### src/wpd_pkg.sv
// ----------------------------------------------------------------------------
// wpd_pkg
// Shared widths, constants, register indexes, controller states and the
// command/status bundles of the window peak AC/DC detector.
// ----------------------------------------------------------------------------
package wpd_pkg;

    localparam int ADC_W      = 10;
    localparam int MV_W       = 13;
    localparam int CFG_W      = 10;
    localparam int CFG_IDX_W  = 2;
    localparam int COUNT_W    = 16;
    localparam int PROD_W     = 24;

    localparam int WINDOW_LEN_DEF = 10;

    localparam logic [CFG_IDX_W-1:0] REG_STEP_MS      = 2'd0;
    localparam logic [CFG_IDX_W-1:0] REG_TIMER_CAP_MS = 2'd1;

    localparam logic [CFG_W-1:0] STEP_MS_RST      = 10'd5;
    localparam logic [CFG_W-1:0] TIMER_CAP_MS_RST = 10'd999;

    localparam logic [12:0]        MV_SCALE   = 13'd5000;
    localparam logic [PROD_W-1:0]  MV_OFFSET  = 24'd2560000;
    localparam logic [PROD_W-1:0]  DIV_ROUND  = 24'd1023;
    localparam int                 DIV_SHIFT  = 10;

    localparam logic signed [MV_W-1:0] MV_MIN = 13'sh1000;
    localparam logic signed [MV_W-1:0] MV_MAX = 13'sh0FFF;

    typedef enum logic [2:0] {
        ST_IDLE,
        ST_CONV,
        ST_UPDATE,
        ST_SCAN,
        ST_DONE
    } wpd_state_t;

    typedef struct packed {
        logic load_sample;
        logic convert;
        logic update;
        logic scan;
        logic load_out;
    } wpd_cmd_t;

    typedef struct packed {
        logic out_full;
    } wpd_status_t;

endpackage

### src/window_peak_ac_dc_detector.sv
// ----------------------------------------------------------------------------
// window_peak_ac_dc_detector
// A beat is converted, shifted into the window and followed by a min/max scan
// over the window, one entry per cycle; the result then goes to the output
// register. No new beat is taken until that result has been loaded there.
// A finished result waits in the output register while the next beat is taken.
// Reset (synchronous, aresetn low): window, timer and count cleared to zero,
// step_ms = 5, timer_cap_ms = 999, no result pending.
// ----------------------------------------------------------------------------
module window_peak_ac_dc_detector #(
    parameter int WINDOW_LEN = wpd_pkg::WINDOW_LEN_DEF
) (
    input  logic                                  aclk,
    input  logic                                  aresetn,
    input  logic                                  cfg_wr_en,
    input  logic [wpd_pkg::CFG_IDX_W-1:0]         cfg_index,
    input  logic [wpd_pkg::CFG_W-1:0]             cfg_wdata,
    input  logic                                  s_valid,
    output logic                                  s_ready,
    input  logic [wpd_pkg::ADC_W-1:0]             s_adc_sample,
    output logic                                  m_valid,
    input  logic                                  m_ready,
    output logic signed [wpd_pkg::MV_W-1:0]       m_sample_mv,
    output logic signed [wpd_pkg::MV_W-1:0]       m_peak_mv,
    output logic                                  m_is_dc,
    output logic [wpd_pkg::CFG_W-1:0]             m_ms_since_crossing,
    output logic [wpd_pkg::COUNT_W-1:0]           m_sample_count
);

    wpd_pkg::wpd_cmd_t    cmd;
    wpd_pkg::wpd_status_t status;

    wpd_ctrl #(
        .WINDOW_LEN (WINDOW_LEN)
    ) u_ctrl (
        .aclk    (aclk),
        .aresetn (aresetn),
        .s_valid (s_valid),
        .s_ready (s_ready),
        .m_ready (m_ready),
        .status  (status),
        .cmd     (cmd)
    );

    wpd_datapath #(
        .WINDOW_LEN (WINDOW_LEN)
    ) u_datapath (
        .aclk                (aclk),
        .aresetn             (aresetn),
        .cfg_wr_en           (cfg_wr_en),
        .cfg_index           (cfg_index),
        .cfg_wdata           (cfg_wdata),
        .s_adc_sample        (s_adc_sample),
        .m_ready             (m_ready),
        .m_valid             (m_valid),
        .m_sample_mv         (m_sample_mv),
        .m_peak_mv           (m_peak_mv),
        .m_is_dc             (m_is_dc),
        .m_ms_since_crossing (m_ms_since_crossing),
        .m_sample_count      (m_sample_count),
        .cmd                 (cmd),
        .status              (status)
    );

endmodule

### src/wpd_ctrl.sv
// ----------------------------------------------------------------------------
// wpd_ctrl
// Sequencer: takes a beat, steps conversion, window update and the scan over
// the window, then hands the result to the output register.
// ----------------------------------------------------------------------------
module wpd_ctrl #(
    parameter int WINDOW_LEN = wpd_pkg::WINDOW_LEN_DEF
) (
    input  logic                 aclk,
    input  logic                 aresetn,
    input  logic                 s_valid,
    output logic                 s_ready,
    input  logic                 m_ready,
    input  wpd_pkg::wpd_status_t status,
    output wpd_pkg::wpd_cmd_t    cmd
);

    localparam int SCAN_W = $clog2(WINDOW_LEN);
    localparam logic [SCAN_W-1:0] SCAN_LAST = SCAN_W'(WINDOW_LEN - 1);

    wpd_pkg::wpd_state_t state_reg, state_next;
    logic [SCAN_W-1:0]   scan_cnt_reg, scan_cnt_next;

    always_ff @(posedge aclk) begin
        if (!aresetn) begin
            state_reg    <= wpd_pkg::ST_IDLE;
            scan_cnt_reg <= '0;
        end else begin
            state_reg    <= state_next;
            scan_cnt_reg <= scan_cnt_next;
        end
    end

    always_comb begin
        state_next    = state_reg;
        scan_cnt_next = scan_cnt_reg;
        cmd           = '0;
        s_ready       = 1'b0;
        unique case (state_reg)
            wpd_pkg::ST_IDLE: begin
                s_ready = 1'b1;
                if (s_valid) begin
                    cmd.load_sample = 1'b1;
                    state_next      = wpd_pkg::ST_CONV;
                end
            end
            wpd_pkg::ST_CONV: begin
                cmd.convert = 1'b1;
                state_next  = wpd_pkg::ST_UPDATE;
            end
            wpd_pkg::ST_UPDATE: begin
                cmd.update    = 1'b1;
                scan_cnt_next = '0;
                state_next    = wpd_pkg::ST_SCAN;
            end
            wpd_pkg::ST_SCAN: begin
                cmd.scan      = 1'b1;
                scan_cnt_next = scan_cnt_reg + 1'b1;
                if (scan_cnt_reg == SCAN_LAST) begin
                    state_next = wpd_pkg::ST_DONE;
                end
            end
            wpd_pkg::ST_DONE: begin
                // hold until the output register is free
                if (!status.out_full || m_ready) begin
                    cmd.load_out = 1'b1;
                    state_next   = wpd_pkg::ST_IDLE;
                end
            end
            default: begin
                state_next = wpd_pkg::ST_IDLE;
            end
        endcase
    end

endmodule

### src/wpd_datapath.sv
// ----------------------------------------------------------------------------
// wpd_datapath
// Millivolt conversion, sample window, crossing timer, sample counter,
// min/max scan over the window and the output register.
// ----------------------------------------------------------------------------
module wpd_datapath #(
    parameter int WINDOW_LEN = wpd_pkg::WINDOW_LEN_DEF
) (
    input  logic                                  aclk,
    input  logic                                  aresetn,
    input  logic                                  cfg_wr_en,
    input  logic [wpd_pkg::CFG_IDX_W-1:0]         cfg_index,
    input  logic [wpd_pkg::CFG_W-1:0]             cfg_wdata,
    input  logic [wpd_pkg::ADC_W-1:0]             s_adc_sample,
    input  logic                                  m_ready,
    output logic                                  m_valid,
    output logic signed [wpd_pkg::MV_W-1:0]       m_sample_mv,
    output logic signed [wpd_pkg::MV_W-1:0]       m_peak_mv,
    output logic                                  m_is_dc,
    output logic [wpd_pkg::CFG_W-1:0]             m_ms_since_crossing,
    output logic [wpd_pkg::COUNT_W-1:0]           m_sample_count,
    input  wpd_pkg::wpd_cmd_t                     cmd,
    output wpd_pkg::wpd_status_t                  status
);

    localparam int MV_W  = wpd_pkg::MV_W;
    localparam int CFG_W = wpd_pkg::CFG_W;

    logic [CFG_W-1:0]              step_ms_reg;
    logic [CFG_W-1:0]              timer_cap_ms_reg;
    logic [wpd_pkg::ADC_W-1:0]     sample_reg;
    logic signed [MV_W-1:0]        mv_reg;
    logic signed [MV_W-1:0]        win_reg [WINDOW_LEN];
    logic [CFG_W-1:0]              timer_reg, timer_next;
    logic [wpd_pkg::COUNT_W-1:0]   count_reg;
    logic signed [MV_W-1:0]        hi_reg, lo_reg;

    logic                          m_valid_reg;
    logic signed [MV_W-1:0]        out_mv_reg, out_peak_reg;
    logic                          out_dc_reg;
    logic [CFG_W-1:0]              out_timer_reg;
    logic [wpd_pkg::COUNT_W-1:0]   out_count_reg;

    logic [wpd_pkg::PROD_W-1:0]    prod;
    logic [wpd_pkg::PROD_W-1:0]    num;
    logic [wpd_pkg::PROD_W-1:0]    num_adj;
    logic signed [MV_W-1:0]        mv_next;
    logic [CFG_W:0]                timer_sum;
    logic                          rising;

    // trunc((5000*s - 2560000) / 1024), rounding toward zero
    always_comb begin
        prod    = wpd_pkg::PROD_W'(wpd_pkg::MV_SCALE) * wpd_pkg::PROD_W'(sample_reg);
        num     = prod - wpd_pkg::MV_OFFSET;
        num_adj = num[wpd_pkg::PROD_W-1] ? (num + wpd_pkg::DIV_ROUND) : num;
        mv_next = MV_W'($signed(num_adj) >>> wpd_pkg::DIV_SHIFT);
    end

    always_comb begin
        rising    = win_reg[WINDOW_LEN-1][MV_W-1] && !mv_reg[MV_W-1];
        timer_sum = {1'b0, timer_reg} + {1'b0, step_ms_reg};
        if (rising) begin
            timer_next = '0;
        end else if (timer_sum > {1'b0, timer_cap_ms_reg}) begin
            timer_next = timer_cap_ms_reg;
        end else begin
            timer_next = timer_sum[CFG_W-1:0];
        end
    end

    always_ff @(posedge aclk) begin
        if (!aresetn) begin
            step_ms_reg      <= wpd_pkg::STEP_MS_RST;
            timer_cap_ms_reg <= wpd_pkg::TIMER_CAP_MS_RST;
        end else if (cfg_wr_en) begin
            if (cfg_index == wpd_pkg::REG_STEP_MS) begin
                step_ms_reg <= cfg_wdata;
            end
            if (cfg_index == wpd_pkg::REG_TIMER_CAP_MS) begin
                timer_cap_ms_reg <= cfg_wdata;
            end
        end
    end

    always_ff @(posedge aclk) begin
        if (cmd.load_sample) begin
            sample_reg <= s_adc_sample;
        end
        if (cmd.convert) begin
            mv_reg <= mv_next;
        end
        if (cmd.update) begin
            hi_reg <= wpd_pkg::MV_MIN;
            lo_reg <= wpd_pkg::MV_MAX;
        end else if (cmd.scan) begin
            if (win_reg[0] > hi_reg) begin
                hi_reg <= win_reg[0];
            end
            if (win_reg[0] < lo_reg) begin
                lo_reg <= win_reg[0];
            end
        end
    end

    // advance the window on update, rotate it once round during the scan
    always_ff @(posedge aclk) begin
        if (!aresetn) begin
            for (int i = 0; i < WINDOW_LEN; i++) begin
                win_reg[i] <= '0;
            end
            timer_reg <= '0;
            count_reg <= '0;
        end else begin
            if (cmd.update) begin
                for (int i = 0; i < WINDOW_LEN - 1; i++) begin
                    win_reg[i] <= win_reg[i+1];
                end
                win_reg[WINDOW_LEN-1] <= mv_reg;
                timer_reg             <= timer_next;
                count_reg             <= count_reg + 1'b1;
            end else if (cmd.scan) begin
                for (int i = 0; i < WINDOW_LEN - 1; i++) begin
                    win_reg[i] <= win_reg[i+1];
                end
                win_reg[WINDOW_LEN-1] <= win_reg[0];
            end
        end
    end

    always_ff @(posedge aclk) begin
        if (!aresetn) begin
            m_valid_reg <= 1'b0;
        end else if (cmd.load_out) begin
            m_valid_reg <= 1'b1;
        end else if (m_ready) begin
            m_valid_reg <= 1'b0;
        end
    end

    always_ff @(posedge aclk) begin
        if (cmd.load_out) begin
            out_mv_reg    <= mv_reg;
            out_peak_reg  <= hi_reg;
            out_dc_reg    <= !((hi_reg > 0) && (lo_reg < 0));
            out_timer_reg <= timer_reg;
            out_count_reg <= count_reg;
        end
    end

    assign status.out_full     = m_valid_reg;
    assign m_valid             = m_valid_reg;
    assign m_sample_mv         = out_mv_reg;
    assign m_peak_mv           = out_peak_reg;
    assign m_is_dc             = out_dc_reg;
    assign m_ms_since_crossing = out_timer_reg;
    assign m_sample_count      = out_count_reg;

endmodule
### config.mk
export PLATFORM = sky130hd
export DESIGN_NAME = window_peak_ac_dc_detector
export DESIGN_NICKNAME = d
export VERILOG_FILES = /design/src/wpd_pkg.sv /design/src/window_peak_ac_dc_detector.sv /design/src/wpd_ctrl.sv /design/src/wpd_datapath.sv
export SDC_FILE = /design/constraint.sdc
export NUM_CORES = 1
export LEC_CHECK = 0
export BUFFER_PORTS_ARGS = -buffer_cell sky130_fd_sc_hd__buf_2
export CAP_MARGIN = 20
export CORE_UTILIZATION = 55
export CTS_CLUSTER_DIAMETER = 150
export DETAILED_ROUTE_END_ITERATION = 6
export PLACE_DENSITY = 0.76
export SKIP_CTS_REPAIR_TIMING = 1
export SLEW_MARGIN = 20
export SYNTH_ARGS = -nofsm -noshare
export SYNTH_HDL_FRONTEND = slang
export SYNTH_SLANG_ARGS = --single-unit
### constraint.sdc
create_clock -name aclk -period 5.5 [get_ports aclk]
set_input_delay 0.275 -clock aclk [delete_from_list [all_inputs] [get_ports aclk]]
set_output_delay 0.275 -clock aclk [all_outputs]
set_load 0.01 [all_outputs]
==> impl_results.md <==
* Status: finished with violations
* Violated checks: hold timing
* Crit. End Element: flop
* Clock Pin Slew Worst Setup and Hold Paths at approximately 0.06 ns
* Distinct cells, synth at 77
* Post-synth top area share at 43.90%
* Worst IR Drop VDD at between 300 and 400 uV
* Sequential-to-total area share from yosys stat at 55.27%
* Layout cells sized above 1 at between 10% and 20%
* Worst-Margin Slew at between 1 and 1.5 ns
* RSZ-0062 raised after global routing: yes
* Most frequent CP cell: fa_1
* EDFF count, synth at a little over 200
* Register area at a little under 8000 sq um
* Final max-slew violation count at 0
* DIE AREA at roughly 26000 sq um
* FFs w/ async S/R, synth at 0%
* Fin crit period at roughly 5.4 ns
* Routed via count at approximately 8.9k
* Power per Cell Area at 468.1 nW/um^2
* Power consumption at approximately 0.0076 W
* Synth area leaders: edfxtp_1, dfxtp_1, ha_1
* Worst-Skew Late Latency at around 0.57 ns
* Top post-synthesis cells by count: edfxtp_1, and2_1, ha_1
* Synthesized netlist cell count at 1167
* Post-DRT Antenna Nets at 0
* H-tree levels at 1
* Drt wl/cell at 16.10 um
* Floorplan Core Area at around 25000 sq um
* Max Buffers Root-to-Sink at 3
* Worst Path Max Fanout at 6
* # fillers at between 1.5k and 2k
* Worst Skew at about 0.030 ns
* Met1 Track Usage GR at ~27%
* First-pass DRT Iterations at 5
* Area Growth Syn to Fin at 15.90%
* Drt initial violations at between 500 and 600
* Dpl hpwl at about 18000 um
* Starting Density at ~56%
* Max incr delay on CP at between 0.4 and 0.5 ns
* Largest net degree at the start of global routing at a little over 100
* Gr ovfl total at 0
* Number of antenna violations at the first check in global routing at 1
* Fin crit share at between 90% and 100%
* Slowest-stage cell, CP: fa_1
* Fmax at 183.6 MHz
* Cell Area, Synth at approximately 14000 sq um
* # rows at 58
* Gp weighted congestion at 0.8522
* Place WS at -0.04670 ns
* GR Util met2 at ~34%
* CTS tree: built
* Met3 global-route usage at approximately 2.6%
* CP bufs+invs at 3
* Vias in the first global route at around 8.5k
* Final Hold Vio Count at 1
* Startpoint Class: flop
* WP data required at 5.78 ns
* Fin worst setup slack at between 0.05 and 0.06 ns
* Top delay family on crit path: adder cells
* DR DRC count at 0
* YS warnings at 0
* Leading area contributor after synthesis: edfxtp_1
* Max FFs per register at between 100 and 150
* Crit Path Class: reg -> reg
* Pleak at 6.715 nW
* N_diodes at 0
* Total Wirelength at roughly 26000 um
* Top FF cell, synth: edfxtp_1
* Syn_area_per_cell at about 12 sq um
* Final setup fails at 0
* Ports at 82
* Worst min path class: in -> reg
* Die W at approximately 160 um
* Data arrival time of the worst path at 5.73 ns
* Slew headroom at a little under a third
* Gr busiest metal: met2
* Final net count at 1444
* Vias/cell at approximately 5.4
* Seq cells post-synth at 286
* First-pass GRT wire length at about 42000 um
* Multi-input logic area at approximately 6100 sq um
* Setup_tns at 0 ns
* Layout Utilization at ~65%
* Worst hold slack at -0.006512 ns
* All-Layer GR Usage at roughly a fifth
* Worst-path cell chain: ha_1, ha_1, inv_2, fa_1, inv_1, fa_1, fa_1, ha_4, o211ai_1, o21ai_2, xnor2_2, ha_4, nor4b_4, a31o_2, a211oi_4, buf_4, nor2_1, a22o_1, nand3_2, o211ai_1, xnor2_1
* Total CTS buffers at 30
* Port Buf Inserts at 81
* Clock tree root buffer cell: clkbuf_16
* Top-count cell post-synth: edfxtp_1
* Max_cap viols at 0
* Vert. Die Dim at around 160 um
* CTS Sinks at around 290
* Syn nets at ~1.3k
## worst paths after layout
kind	start	to	slack (ns)	cells past startpoint
max reg2reg	u_datapath.sample_reg[5]	u_datapath.mv_reg[10]	0.05	21
min reg2reg	u_datapath.hi_reg[12]	u_datapath.m_peak_mv[12]	0.43	0
max	u_datapath.sample_reg[5]	u_datapath.mv_reg[10]	0.05	21
min	cfg_wdata[3]	u_datapath.timer_cap_ms_reg[3]	-0.007	3
## power breakdown
group | switching, W | internal (W)
Combinational | 0.00163 | 0.00124
Sequential | 0.000118 | 0.00262
Clock | 0.000831 | 0.00120
Total | 0.00258 | 0.00506
## layer usage
metal	share of wire [%]	vias up
li1	-	4417
met1	44	4287
met2	50	173
met3	3.8	44
met4	2.0	2
met5	0.049	-
## layout make-up
| type | count | share of cell area (%) |
|---|---|---|
| timing repair buffer | 127 | 4.858 |
| sequential | 286 | 47.69 |
| tap | 330 | 2.529 |
| clock buffer | 37 | 4.758 |
| inverter | 74 | 1.701 |
| clock inverter | 19 | 1.395 |
| multi-input combinational | 766 | 37.07 |
## worst min-delay path: cells and delay by family
kind                   cells  cell delay, ns
buffers and inverters      1            0.11
AO/OA/AOI/OAI              1            0.05
AND/OR/NAND/NOR            1            0.05
## cell families (layout without fill, tap and decap cells)
kind of cell / after synthesis / in the layout / share of synthesized area [%]
XOR/XNOR: 47 / 47 / 3.081
buffers and inverters: 115 / 257 / 3.161
AO/OA/AOI/OAI: 176 / 176 / 8.889
flip-flops: 286 / 286 / 55.27
adder cells (fa/ha/maj): 132 / 132 / 12.68
AND/OR/NAND/NOR: 377 / 377 / 14.39
multiplexers: 34 / 34 / 2.522
## cell usage in the layout (no fill, tap or decap), types with 6 or more instances in the layout
master,Yosys,final
a21o_1,15,15
a21oi_1,37,35
a22o_1,14,14
and2_1,118,118
and3_1,10,9
buf_2,5,81
buf_4,0,29
clkbuf_1,33,7
clkbuf_16,0,30
dfxtp_1,80,80
dlygate4sd3_1,0,17
edfxtp_1,206,206
fa_1,18,17
ha_1,114,112
inv_1,73,71
mux2_2,12,12
mux2i_1,22,22
nand2_1,56,54
nand2b_1,9,9
nand3_1,28,26
nand4_1,11,11
nor2_1,85,84
nor2b_1,7,7
nor3_1,14,14
nor3b_1,8,6
o211ai_1,11,11
o21a_1,12,12
o21ai_0,33,32
xnor2_1,28,26
xor2_1,16,16
## stage by stage
step                      area, sq um  instances  hold WS, ns
after floorplan                 14110       1167       0.3739
after global placement          14930       1556       0.4267
after detailed placement        14940       1556       0.4201
after CTS                       15940       1612      -0.1134
after global routing            16330       1639     0.008156
final                           16330       1639    -0.006512
Power figures use the tool's default switching activity.
